**config.mk**
```make
export PLATFORM = sky130hd
export DESIGN_NAME = cpu_opcode_row_1x_execute_unit
export DESIGN_NICKNAME = d
export VERILOG_FILES = /design/src/rtl/cpurow_pkg.sv /design/src/rtl/cpurow_core.sv /design/src/rtl/cpu_opcode_row_1x_execute_unit.sv
export SDC_FILE = /design/constraint.sdc
export NUM_CORES = 1
export LEC_CHECK = 0
export ABC_AREA = 1
export BUFFER_PORTS_ARGS = -buffer_cell sky130_fd_sc_hd__buf_2
export CORE_ASPECT_RATIO = 1.1
export CORE_UTILIZATION = 50
export CTS_BUF_LIST = sky130_fd_sc_hd__clkbuf_4 sky130_fd_sc_hd__clkbuf_8
export DETAILED_ROUTE_END_ITERATION = 6
export PLACE_DENSITY_LB_ADDON = 0.1
export SLEW_MARGIN = 10
export SYNTH_ARGS = -nofsm -noshare
export SYNTH_HDL_FRONTEND = slang
export SYNTH_SLANG_ARGS = --single-unit
```
**constraint.sdc**
```tcl
create_clock -name clk_i -period 3.8 [get_ports clk_i]
set_clock_uncertainty 0.15 [all_clocks]
set_input_delay 1.14 -clock clk_i [delete_from_list [all_inputs] [get_ports clk_i]]
set_output_delay 1.14 -clock clk_i [all_outputs]
set_load 0.01 [all_outputs]
```
**src/rtl/cpurow_pkg.sv**
```systemverilog
// ----------------------------------------------------------------------------
// cpurow_pkg
// Types and constants for the row 1x opcode execute unit.
// ----------------------------------------------------------------------------
package cpurow_pkg;

  typedef enum logic [3:0] {
    OP_STOP      = 4'h0,
    OP_LD_DE_D16 = 4'h1,
    OP_LD_MDE_A  = 4'h2,
    OP_INC_DE    = 4'h3,
    OP_INC_D     = 4'h4,
    OP_DEC_D     = 4'h5,
    OP_LD_D_D8   = 4'h6,
    OP_RLA       = 4'h7,
    OP_JR        = 4'h8,
    OP_ADD_HL_DE = 4'h9,
    OP_LD_A_MDE  = 4'hA,
    OP_DEC_DE    = 4'hB,
    OP_INC_E     = 4'hC,
    OP_DEC_E     = 4'hD,
    OP_LD_E_D8   = 4'hE,
    OP_RRA       = 4'hF
  } op_e;

  localparam int unsigned FLAG_Z = 3;
  localparam int unsigned FLAG_N = 2;
  localparam int unsigned FLAG_H = 1;
  localparam int unsigned FLAG_C = 0;

  localparam logic [3:0] CYC_4  = 4'd4;
  localparam logic [3:0] CYC_8  = 4'd8;
  localparam logic [3:0] CYC_12 = 4'd12;

  localparam logic [1:0] LEN_1 = 2'd1;
  localparam logic [1:0] LEN_2 = 2'd2;
  localparam logic [1:0] LEN_3 = 2'd3;

  typedef struct packed {
    logic [4:0]  command;
    logic [15:0] immediate;
    logic [7:0]  load_data;
  } cmd_t;

  typedef struct packed {
    logic [7:0]  a_out;
    logic [7:0]  d_out;
    logic [7:0]  e_out;
    logic [15:0] hl_out;
    logic [15:0] pc_out;
    logic [3:0]  flags_out;
    logic        stopped;
    logic        mem_write;
    logic [15:0] mem_address;
    logic [7:0]  mem_data;
    logic [3:0]  cycles;
  } res_t;

endpackage

```
**src/rtl/cpurow_core.sv**
```systemverilog
// ----------------------------------------------------------------------------
// cpurow_core
// Architectural registers and combinational execute of one row 1x opcode.
// ----------------------------------------------------------------------------
module cpurow_core
  import cpurow_pkg::*;
(
  input  logic clk_i,
  input  logic rst_ni,
  input  logic exec_i,
  input  cmd_t cmd_i,
  output res_t res_o
);

  logic [7:0]  a_q, a_d, d_q, d_d, e_q, e_d;
  logic [15:0] hl_q, hl_d, pc_q, pc_d;
  logic [3:0]  flags_q, flags_d;
  logic        stop_q, stop_d;

  op_e         op;
  logic [15:0] de, de_new, pc_off;
  logic [1:0]  len;
  logic [3:0]  cyc;
  logic        wr;
  logic [7:0]  imm8, inc_v, inc_r, dec_v, dec_r;
  logic [16:0] hl_sum;
  logic [12:0] hl_half;
  logic        use_d;

  always_comb begin
    op      = op_e'(cmd_i.command[3:0]);
    imm8    = cmd_i.immediate[7:0];
    de      = {d_q, e_q};
    use_d   = (op == OP_INC_D) || (op == OP_DEC_D);
    inc_v   = use_d ? d_q : e_q;
    dec_v   = inc_v;
    inc_r   = inc_v + 8'd1;
    dec_r   = dec_v - 8'd1;
    hl_sum  = {1'b0, hl_q} + {1'b0, de};
    hl_half = {1'b0, hl_q[11:0]} + {1'b0, de[11:0]};

    a_d     = a_q;
    d_d     = d_q;
    e_d     = e_q;
    hl_d    = hl_q;
    flags_d = flags_q;
    stop_d  = stop_q;
    de_new  = de;
    pc_off  = 16'd0;
    len     = LEN_1;
    cyc     = CYC_4;
    wr      = 1'b0;

    unique case (op)
      OP_STOP: begin
        stop_d = 1'b1;
        len    = LEN_2;
      end
      OP_LD_DE_D16: begin
        de_new = cmd_i.immediate;
        len    = LEN_3;
        cyc    = CYC_12;
      end
      OP_LD_MDE_A: begin
        wr  = 1'b1;
        cyc = CYC_8;
      end
      OP_INC_DE: begin
        de_new = de + 16'd1;
        cyc    = CYC_8;
      end
      OP_DEC_DE: begin
        de_new = de - 16'd1;
        cyc    = CYC_8;
      end
      OP_INC_D, OP_INC_E: begin
        if (use_d) begin
          de_new[15:8] = inc_r;
        end else begin
          de_new[7:0] = inc_r;
        end
        flags_d = {inc_r == 8'd0, 1'b0, inc_v[3:0] == 4'hF, flags_q[FLAG_C]};
      end
      OP_DEC_D, OP_DEC_E: begin
        if (use_d) begin
          de_new[15:8] = dec_r;
        end else begin
          de_new[7:0] = dec_r;
        end
        flags_d = {dec_r == 8'd0, 1'b1, dec_v[3:0] == 4'h0, flags_q[FLAG_C]};
      end
      OP_LD_D_D8: begin
        de_new[15:8] = imm8;
        len          = LEN_2;
        cyc          = CYC_8;
      end
      OP_LD_E_D8: begin
        de_new[7:0] = imm8;
        len         = LEN_2;
        cyc         = CYC_8;
      end
      OP_RLA: begin
        flags_d = {3'b000, a_q[7]};
        a_d     = {a_q[6:0], flags_q[FLAG_C]};
      end
      OP_RRA: begin
        flags_d = {3'b000, a_q[0]};
        a_d     = {flags_q[FLAG_C], a_q[7:1]};
      end
      OP_JR: begin
        pc_off = {{8{imm8[7]}}, imm8};
        len    = LEN_2;
        cyc    = CYC_12;
      end
      OP_ADD_HL_DE: begin
        hl_d    = hl_sum[15:0];
        flags_d = {flags_q[FLAG_Z], 1'b0, hl_half[12], hl_sum[16]};
        cyc     = CYC_8;
      end
      OP_LD_A_MDE: begin
        a_d = cmd_i.load_data;
        cyc = CYC_8;
      end
    endcase

    d_d  = de_new[15:8];
    e_d  = de_new[7:0];
    pc_d = pc_q + pc_off + {14'd0, len};

    res_o.a_out       = a_d;
    res_o.d_out       = d_d;
    res_o.e_out       = e_d;
    res_o.hl_out      = hl_d;
    res_o.pc_out      = pc_d;
    res_o.flags_out   = flags_d;
    res_o.stopped     = stop_d;
    res_o.mem_write   = wr;
    res_o.mem_address = wr ? de : 16'd0;
    res_o.mem_data    = wr ? a_q : 8'd0;
    res_o.cycles      = cyc;
  end

  always_ff @(posedge clk_i or negedge rst_ni) begin
    if (!rst_ni) begin
      a_q     <= 8'd0;
      d_q     <= 8'd0;
      e_q     <= 8'd0;
      hl_q    <= 16'd0;
      pc_q    <= 16'd0;
      flags_q <= 4'd0;
      stop_q  <= 1'b0;
    end else if (exec_i) begin
      a_q     <= a_d;
      d_q     <= d_d;
      e_q     <= e_d;
      hl_q    <= hl_d;
      pc_q    <= pc_d;
      flags_q <= flags_d;
      stop_q  <= stop_d;
    end
  end

endmodule

```
**src/rtl/cpu_opcode_row_1x_execute_unit.sv**
```systemverilog
// ----------------------------------------------------------------------------
// cpu_opcode_row_1x_execute_unit
// Executes opcodes 0x10..0x1F against its own A, D, E, HL, PC, flags and
// stop mark, one instruction per transfer.
//
// Input channel (in_valid_i / in_stall_o / in_data_i): one instruction per
// transfer: opcode, immediate bytes and the byte read at DE.
// Output channel (out_valid_o / out_stall_i / out_data_o): one result per
// instruction with updated registers, optional memory write and cycle cost.
//
// The input register takes the instruction, then execute writes the result
// into the result register unless the receiver stalls it. Throughput: one
// instruction per cycle while the receiver does not stall; the register
// update is a single pass of short logic.
// Reset clears all registers, the stop mark and both pipeline stages.
// When the receiver stalls the result holds; the input register, if empty,
// still takes one more instruction, after which in_stall_o rises.
// ----------------------------------------------------------------------------
module cpu_opcode_row_1x_execute_unit
  import cpurow_pkg::*;
(
  input  logic clk_i,
  input  logic rst_ni,
  input  logic in_valid_i,
  output logic in_stall_o,
  input  cmd_t in_data_i,
  output logic out_valid_o,
  input  logic out_stall_i,
  output res_t out_data_o
);

  logic in_valid_q, in_valid_d;
  cmd_t in_q;
  logic out_valid_q, out_valid_d;
  res_t out_q, res;
  logic out_free, exec, in_take;

  assign out_free   = !out_valid_q || !out_stall_i;
  assign exec       = in_valid_q && out_free;
  assign in_stall_o = in_valid_q && !out_free;
  assign in_take    = in_valid_i && !in_stall_o;

  always_comb begin
    in_valid_d  = in_take || (in_valid_q && !exec);
    out_valid_d = exec || (out_valid_q && out_stall_i);
  end

  cpurow_core u_core (
    .clk_i  (clk_i),
    .rst_ni (rst_ni),
    .exec_i (exec),
    .cmd_i  (in_q),
    .res_o  (res)
  );

  always_ff @(posedge clk_i or negedge rst_ni) begin
    if (!rst_ni) begin
      in_valid_q  <= 1'b0;
      out_valid_q <= 1'b0;
    end else begin
      in_valid_q  <= in_valid_d;
      out_valid_q <= out_valid_d;
    end
  end

  always_ff @(posedge clk_i or negedge rst_ni) begin
    if (!rst_ni) begin
      in_q  <= '0;
      out_q <= '0;
    end else begin
      if (in_take) begin
        in_q <= in_data_i;
      end
      if (exec) begin
        out_q <= res;
      end
    end
  end

  assign out_valid_o = out_valid_q;
  assign out_data_o  = out_q;

endmodule

```
Word-level counts from Yosys, hierarchy flattened
Cells that the tools add are included.

Output and inout port bits: 92. Word-level logic and storage cells: 102. Register bits after elaboration: 120. Input port bits: 33.

Muxes and demuxes: 15. Eq/ne operators: 20. Bitwise logic cells: 3. Reduce and logical (&&, ||, !) cells: 38. Add/sub/neg operators: 8.

Operator list (count): two-way mux 8 bit (6); one-hot mux 8 bit (6 select lines) (1); one-hot mux 8 bit (5 select lines) (1); == test 4 bit, second input constant (9); two-way mux 16 bit (2); one-hot mux 8 bit (3 select lines) (1); one-hot mux 4 bit (5 select lines) (1); adder 16 x 16 -> 17 bit (1); adder 16 x 1 -> 16 bit, second input constant (1); adder 16 bit (1); adder 16 x 2 -> 16 bit (1); == test 4 x 3 -> 1 bit, second input constant (4); logical NOT 8 bit (2); subtractor 16 x 1 -> 16 bit, second input constant (1); adder 12 x 12 -> 13 bit (1); AND reduction 4 bit (3); nonzero test 5 bit (2); adder 8 x 1 -> 8 bit, second input constant (1); == test 4 x 2 -> 1 bit, second input constant (2); logical NOT 4 bit (2); one-hot mux 4 bit (2 select lines) (1); AND reduction 2 bit (4); OR reduction 2 bit (4); subtractor 8 x 1 -> 8 bit, second input constant (1); other kinds (15) (31).

Longest topological paths before layout
Gate-level depths: netlist (run 1).

Depth after elaboration: 7. Gate-level depth with buffers: 21. Mapped depth without buffers: 19.

By module
A second synthesis (run 1) with hierarchy kept.

Cell total of the unflattened synthesis: 1583. Area, all modules: 11304.6 um^2.

By module, submodules not included: cpurow_core (cells each 1069, area an instance 6730.2 um^2, seq. area each 1526.5 um^2, times used 1); cpu_opcode_row_1x_execute_unit (cells each 514, area an instance 4574.4 um^2, seq. area each 3027.9 um^2, times used 1).

Worst setup path after synthesis (run 1)
Ideal clock, no wire load.

Path type: reg2reg. Start point: register in_q[25] (netlist bit). End point: register u_core.pc_q[10]. Path slack: 0.850 ns. Clock period less this slack: 2.950 ns. Stages on the path, launching flop included: 21. Data required time: 3.531 ns. Path buffers: 2. Library setup time: 0.119 ns. Arrival: 2.681 ns. Path through: dfrtp_1 -> buf_4 -> inv_2 -> buf_4 -> nor2_1 -> inv_1 -> o211ai_1 -> a21oi_1 -> ha_1 -> or2_2 -> ha_1 -> nand3_1 -> nand2_1 -> a21boi_0 -> o21ai_0 -> inv_1 -> nor2_1 -> nor2_1 -> nand2_1 -> nand3_1 -> nand2_1.

Longest elaborated chain between the ends: 4. Elaborated cells on any way between the ends: 10. Classes of those cells: add/sub: 2; eq/ne: 4; mux: 2; reduce/logical: 2.

RTL lines: from (decl) (line cpu_opcode_row_1x_execute_unit.sv:33) `cmd_t in_q;`; from (signal assigned) (line cpu_opcode_row_1x_execute_unit.sv:72) `in_q <= in_data_i;`; == test 4 bit (tied with other cells) (line cpurow_core.sv:54) `unique case (op)`; two-way mux 16 bit or OR reduction 4 bit (tied branches); adder 16 bit or one-hot mux 2 bit (2 select lines) (tied branches) (line cpurow_core.sv:128, cpurow_core.sv:54); adder 16 x 2 -> 16 bit (*) (line cpurow_core.sv:128) `pc_d = pc_q + pc_off + {14'd0, len};`; to (signal assigned) (line cpurow_core.sv:157) `pc_q <= pc_d;`; to (decl) (line cpurow_core.sv:16) `logic [15:0] hl_q, hl_d, pc_q, pc_d;`.

Every way passes the cells marked *; elsewhere a longest branch is shown, timed or not. A chain may end at the register's enable or synchronous reset.

Worst setup path in the final report (run 1)
Start point: register in_q[26] (netlist bit). End point: register u_core.pc_q[10].

Same word-level chain as after synthesis.

==> results of run 1 <==
[kinds of logic after synthesis]
logic type | share of synthesized area
fa+ha+maj | 0.0855
simple gates | 0.290
xor+xnor | 0.0208
mux | 0.0126
other cells | 0.000468
compound gates | 0.151
flops | 0.368
buf+inv | 0.0716
[metrics by stage]
| step | instances | area, µm² |
|---|---|---|
| 2_1_floorplan | 1127 | 8020 |
| 3_3_place_gp | 1425 | 8810 |
| 3_5_place_dp | 1425 | 8810 |
| 4_1_cts | 1457 | 9230 |
| 5_1_grt | 1457 | 9230 |
| 6_report | 1457 | 9230 |
[final cells by class]
cell class / instances / area (µm²) / share of cell area
well taps: 200 / 250 / 0.0271
inverters: 109 / 409 / 0.0443
multi-input cells: 867 / 4500 / 0.488
clock buffers: 18 / 241 / 0.0262
flip-flops and latches: 118 / 2950 / 0.320
clock inverters: 14 / 178 / 0.0193
repair buffers: 131 / 696 / 0.0754
[synthesized netlist by cell type, types with 3 or more instances]
| master | instances |
|---|---|
| clkinv_1 | 4 |
| fa_1 | 3 |
| o21ai_1 | 5 |
| o31ai_1 | 3 |
| nor3_1 | 11 |
| dfrtp_1 | 118 |
| nor2_1 | 141 |
| inv_1 | 100 |
| xnor2_1 | 5 |
| xor2_1 | 14 |
| buf_2 | 3 |
| a21oi_1 | 84 |
| buf_4 | 6 |
| o211ai_1 | 3 |
| a21o_1 | 4 |
| ha_1 | 50 |
| nor2_2 | 4 |
| nand4_1 | 16 |
| mux2_2 | 9 |
| a41oi_1 | 3 |
| clkbuf_1 | 20 |
| nand2_1 | 299 |
| or2_2 | 8 |
| a31oi_1 | 12 |
| inv_2 | 5 |
| o21ai_0 | 93 |
| nand3_1 | 77 |
[critical path, stage by stage (launching register included)]
cell and delay [ns]:
dfrtp_1 0.58, nand2_1 0.20, nor2_1 0.12, inv_1 0.07, o211ai_1 0.17, a21oi_1 0.12, ha_1 0.19, or2_2 0.32
ha_1 0.28, nand3_1 0.07, nand2_1 0.12, a21boi_0 0.14, o21ai_0 0.34, inv_1 0.08, nor2_1 0.12, o21ai_0 0.09
nand3_1 0.08, nand2_1 0.05
[cells in the final DEF (no fill, tap or decap), drive strengths merged, types with 4 or more instances in the layout]
cell / count
a21o: 4
a21oi: 84
a31oi: 12
buf: 131
clkbuf: 18
clkinv: 7
clkinvlp: 7
dfrtp: 118
ha: 50
inv: 106
mux2: 9
nand2: 300
nand3: 78
nand4: 16
nor2: 146
nor3: 11
o21ai: 98
or2: 8
xnor2: 5
xor2: 14
[path summary, 6_finish.rpt]
kind | from | end | slack, ns | cells after the start
hold / removal | out_data_o[23] | out_data_o[23] | 0.33 | 2
hold reg to reg | out_data_o[23] | out_data_o[23] | 0.33 | 2
min in group asynchronous | rst_ni | u_core.hl_q[11] | 0.57 | 1
setup reg to reg | in_q[26] | u_core.pc_q[10] | 0.41 | 17
max in group asynchronous | rst_ni | u_core.flags_q[0] | 2.10 | 2
setup / recovery | in_q[26] | u_core.pc_q[10] | 0.41 | 17
[registers in the layout, summed over array words and instances, names as in the netlist]
register,cells
out_valid_o,1
in_q,28
in_valid_q,1
u_core.hl_q,16
u_core.flags_q,4
u_core.d_q,8
u_core.pc_q,16
u_core.e_q,8
out_data_o,35
u_core.stop_q,1
[routing by layer]
layer  share of wire  vias to the layer above  wire length, µm  global-route usage
met1            0.44                     3599            10200               0.388
li1                -                     3959                -                   -
met3           0.068                       45             1600              0.0697
met4           0.028                        2              644               0.118
met2            0.47                      269            10900               0.471
met5         0.00056                        -               13                   0
[power groups by stage]
stage,logic [W],clock network (W),registers [W]
floorplan,0.00234,0,0.00207
global placement,0.00335,0,0.00214
detailed placement,0.00337,0,0.00214
CTS,0.00340,0.00126,0.00212
global route,0.00388,0.00131,0.00218
finish,0.00341,0.00124,0.00213
==> impl_metrics.env, run 1 <==
export IMPL_cts_resized=0
export IMPL_ys_seq_area_frac=0.368
export IMPL_synthTopCellsByArea="dfrtp_1 (37%), nand2_1 (14%), ha_1 (7.8%), nor2_1 (6.6%), o21ai_0 (5.8%)"
export IMPL_ir_drop_v=0.000317
export IMPL_total_power_w=0.00679
export IMPL_start_kind="register"
export IMPL_clk_pin_slew_worst_paths_ns=0.08
export IMPL_fin_hold_ws_ns=0.331
export IMPL_tns_ns=0
export IMPL_final_max_slew_viol_count=0
export IMPL_hpwl_um=17900
export IMPL_rows=48
export IMPL_fin_util=0.589
export IMPL_core_mm2=0.0157
export IMPL_status="complete, no violations"
export IMPL_wire_per_inst_um=16.0
export IMPL_synth_cell_types=49
export IMPL_min_period_ns=3.39
export IMPL_cts_root_buffer="clkbuf_8"
export IMPL_worst_pin_slew_ns=0.838
export IMPL_cp_max_fo=10
export IMPL_power_leakage_nw=4.84
export IMPL_antennaDiodeCount=0
export IMPL_final_setup_viol_count=0
export IMPL_timing_final_crit_share=0.891
export IMPL_cts_max_path_buffers=2
export IMPL_synth_top_cell_area_share=0.368
export IMPL_synthArstFlopShare=1.00
export IMPL_synth_seq_cells=118
export IMPL_comb_power_share=0.503
export IMPL_layout_setup_ws_ns=0.413
export IMPL_fp_dieH_um=135
export IMPL_cts_tree="built"
export IMPL_p_sw_w=0.00329
export IMPL_path_class="register to register"
export IMPL_die_area_mm2=0.0165
export IMPL_grt_pass1_wl_um=37300
export IMPL_grt_pass1_vias=7223
export IMPL_fmaxAchievable_mhz=295
export IMPL_p_seq_frac=0.314
export IMPL_wl_um=23400
export IMPL_n_fill_cell=1557
export IMPL_grt_usage=0.297
export IMPL_grt_start_max_net_pins=52
export IMPL_swShare=0.485
export IMPL_initial_core_util=0.511
export IMPL_yosysTopAreaCell="dfrtp_1"
export IMPL_vias_per_cell=5.40
export IMPL_ioPinCount=125
export IMPL_clk_latency_ns=0.47
export IMPL_synth_edf_count=0
export IMPL_area_growth_pct=15.1
export IMPL_syn_inst=1126
export IMPL_cts_setup_buffers=0
export IMPL_hold_viol=0
export IMPL_worstPathArrival_ns=3.59
export IMPL_numCtsBuffers=17
export IMPL_drv_cap=0
export IMPL_overflow=0
export IMPL_yosysWarnings=0
export IMPL_slew_headroom=0.437
export IMPL_route_vias_total=7874
export IMPL_avgSynthCellArea_um2=7.12
export IMPL_synthesis_area_mm2=0.00802
export IMPL_fin_nets=1330
export IMPL_powerDensity_mw_per_mm2=735
export IMPL_route_detailed_drc=0
export IMPL_critPathRequiredTime_ns=4.00
export IMPL_htreeDepth=4
export IMPL_rsz0062_at_grt="false"
export IMPL_fp_dieW_um=123
export IMPL_place_ws_ns=0.422
export IMPL_ant_nets=0
export IMPL_synth_flop_cell="dfrtp_1"
export IMPL_clock_power_share=0.182
export IMPL_gp_congestion=0.953
export IMPL_end_kind="register"
export IMPL_hold_path_class="register to register"
export IMPL_numPortBuffers=121
export IMPL_p_int_w=0.00349
export IMPL_first_pass_iters=5
export IMPL_drive_gt1_frac=0.155
export IMPL_drt_initial_drc_count=611
export IMPL_cts_hold_buf=0
export IMPL_grt_antenna_before_repair=2
export IMPL_cts_sinks=118
Power figures use the tool's default switching activity.
==> run 2, diff against run 1 <==
- PLACE_DENSITY_LB_ADDON: 0.1 -> 0.15
==> run 2 against run 1 <==
First-iteration DRC count is 31% lower. Wire length increased by 1.1%. Via count up 2.1%. Non-clock buffer count increased by 2. Final area barely moved. Total power about the same. Combinational power rose by 1%. Sequential share of layout area hardly changed. Critical path type unchanged. Largest cell class unchanged. Highest routed layer is now met4.
==> impl_metrics.env, run 2 (same netlist as run 1, synthesis figures left out) <==
export IMPL_status="complete, no violations"
export IMPL_grt_usage=0.300
export IMPL_powerDensity_mw_per_mm2=736
export IMPL_critPathRequiredTime_ns=4.00
export IMPL_swShare=0.494
export IMPL_rsz0062_at_grt="false"
export IMPL_cp_max_fo=10
export IMPL_route_vias_total=8042
export IMPL_fin_cells=1459
export IMPL_initial_core_util=0.511
export IMPL_final_area_mm2=0.00922
export IMPL_cpMostUsedCell="nand2_1"
export IMPL_worst_pin_slew_ns=0.922
export IMPL_largest_reg_flops=35
export IMPL_r2r_end="u_core.pc_q[10]"
export IMPL_timing_final_crit_share=0.894
export IMPL_path_buf_inv=2
export IMPL_core_mm2=0.0157
export IMPL_ioPinCount=125
export IMPL_clk_pin_slew_worst_paths_ns=0.08
export IMPL_grt_antenna_before_repair=0
export IMPL_min_period_ns=3.40
export IMPL_reg2reg_depth=17
export IMPL_final_common_cell="nand2_1"
export IMPL_gp_congestion=1.01
export IMPL_cts_sinks=118
export IMPL_p_seq_frac=0.314
export IMPL_fin_util=0.588
export IMPL_cts_tree="built"
export IMPL_reg2reg_slack_ns=0.40
export IMPL_final_max_slew_viol_count=0
export IMPL_clock_power_share=0.178
export IMPL_htreeDepth=4
export IMPL_grt_start_max_net_pins=87
export IMPL_route_detailed_drc=0
export IMPL_start_kind="register"
export IMPL_vias_per_cell=5.51
export IMPL_overflow=0
export IMPL_critPathCapture="u_core.pc_q[10]"
export IMPL_ir_drop_v=0.000464
export IMPL_drt_initial_drc_count=423
export IMPL_power_leakage_nw=4.85
export IMPL_rows=48
export IMPL_area_growth_pct=15.0
export IMPL_comb_power_share=0.508
export IMPL_grt_pass1_wl_um=37700
export IMPL_clk_latency_ns=0.46
export IMPL_hold_viol=0
export IMPL_post_dp_cell_area_mm2=0.00882
export IMPL_crit_family="simple AND/OR/NAND/NOR gates"
export IMPL_numPortBuffers=121
export IMPL_wl_um=23600
export IMPL_first_pass_iters=5
export IMPL_cp_depth=17
export IMPL_final_setup_viol_count=0
export IMPL_numCtsBuffers=17
export IMPL_drive_gt1_frac=0.156
export IMPL_antennaDiodeCount=0
export IMPL_r2r_start="in_q[26]"
export IMPL_critPathLaunch="in_q[26]"
export IMPL_p_int_w=0.00344
export IMPL_p_sw_w=0.00335
export IMPL_fin_nets=1332
export IMPL_fp_dieH_um=135
export IMPL_seq_area_mm2=0.00295
export IMPL_ant_nets=0
export IMPL_fp_dieW_um=123
export IMPL_cts_hold_buf=0
export IMPL_wire_per_inst_um=16.2
export IMPL_cts_root_buffer="clkbuf_8"
export IMPL_slew_headroom=0.380
export IMPL_slowest_stage="dfrtp_1"
export IMPL_grt_pass1_vias=7628
export IMPL_path_class="register to register"
export IMPL_die_area_mm2=0.0165
export IMPL_drv_cap=0
export IMPL_fmaxAchievable_mhz=294
export IMPL_crit_chain="nand2_1 > nor2_1 > inv_1 > o211ai_1 > a21oi_1 > ha_1 > or2_2 > ha_1 > nand3_1 > nand2_1 > a21boi_0 > o21ai_0 > inv_1 > nor2_1 > o21ai_0 > nand3_1 > nand2_1"
export IMPL_max_stage_delay_ns=0.59
export IMPL_hold_path_class="register to register"
export IMPL_worstPathArrival_ns=3.60
export IMPL_cts_setup_buffers=0
export IMPL_multi_input_area_mm2=0.00450
export IMPL_cts_max_path_buffers=2
export IMPL_tns_ns=0
export IMPL_n_fill_cell=1547
export IMPL_end_kind="register"
export IMPL_hpwl_um=18100
export IMPL_final_cell_mix="nand2_1 (298), nor2_1 (141), buf_2 (120)"
export IMPL_placedCellCount=1427
export IMPL_cts_resized=0
==> run 2: cell types whose count changed in the layout (fill, tap and decap cells not counted) <==
cell and delta:
bufinv_16 -1, buf_4 +2, clkinv_4 -2, clkinvlp_4 -3
inv_6 +4, clkbuf_4 -1, nand2_2 -1, nand2_1 +1
inv_8 +2, clkinv_2 +1
==> run 2: per-layer routing <==
layer | GRT usage | vias up | routed length [µm]
met5 | 0 | - | 0
met4 | 0.174 | 0 | 1170
met3 | 0.0638 | 80 | 1550
met2 | 0.492 | 304 | 11200
met1 | 0.360 | 3685 | 9700
li1 | - | 3973 | -
==> run 2: cell type report <==
class                           count  share of cell area
Inverter                          109              0.0444
Multi-Input combinational cell    867               0.488
Clock inverter                     15              0.0184
Tap cell                          200              0.0271
Sequential cell                   118               0.320
Clock buffer                       17              0.0254
Timing Repair Buffer              133              0.0770
==> run 2: through the flow <==
| step | worst slack, ns | total power, W | hold WS (ns) |
|---|---|---|---|
| final | 0.404 | 0.00679 | 0.332 |
| after global routing | 0.0632 | 0.00736 | 0.359 |
| after CTS | 0.409 | 0.00678 | 0.339 |
| after detailed placement | 0.426 | 0.00556 | 0.316 |
| after global placement | 0.493 | 0.00553 | 0.301 |
| after floorplan | 0.850 | 0.00441 | 0.293 |
==> run 2: worst min path at each step <==
stage	start	endpoint	slack, ns	depth (start not counted)
finish	out_data_o[20]	out_data_o[20]	0.33	2
CTS	out_data_o[28]	out_data_o[28]	0.34	2
global placement	u_core.stop_q	u_core.stop_q	0.30	1
floorplan	u_core.stop_q	u_core.stop_q	0.29	1
detailed placement	out_data_o[28]	out_data_o[28]	0.32	2
global route	out_data_o[28]	out_data_o[28]	0.36	2
==> run 2: worst reg2reg max path: stages, from the launching register on <==
cell and delay (ns):
dfrtp_1 0.59, nand2_1 0.21, nor2_1 0.12, inv_1 0.08, o211ai_1 0.17, a21oi_1 0.12
ha_1 0.19, or2_2 0.33, ha_1 0.29, nand3_1 0.07, nand2_1 0.13, a21boi_0 0.14
o21ai_0 0.29, inv_1 0.08, nor2_1 0.12, o21ai_0 0.09, nand3_1 0.08, nand2_1 0.05
==> run 2: power groups by stage <==
stage	clock network [W]	logic (W)	registers (W)
global route	0.00128	0.00390	0.00218
detailed placement	0	0.00341	0.00214
CTS	0.00123	0.00343	0.00212
global placement	0	0.00339	0.00214
floorplan	0	0.00234	0.00207
finish	0.00121	0.00345	0.00213
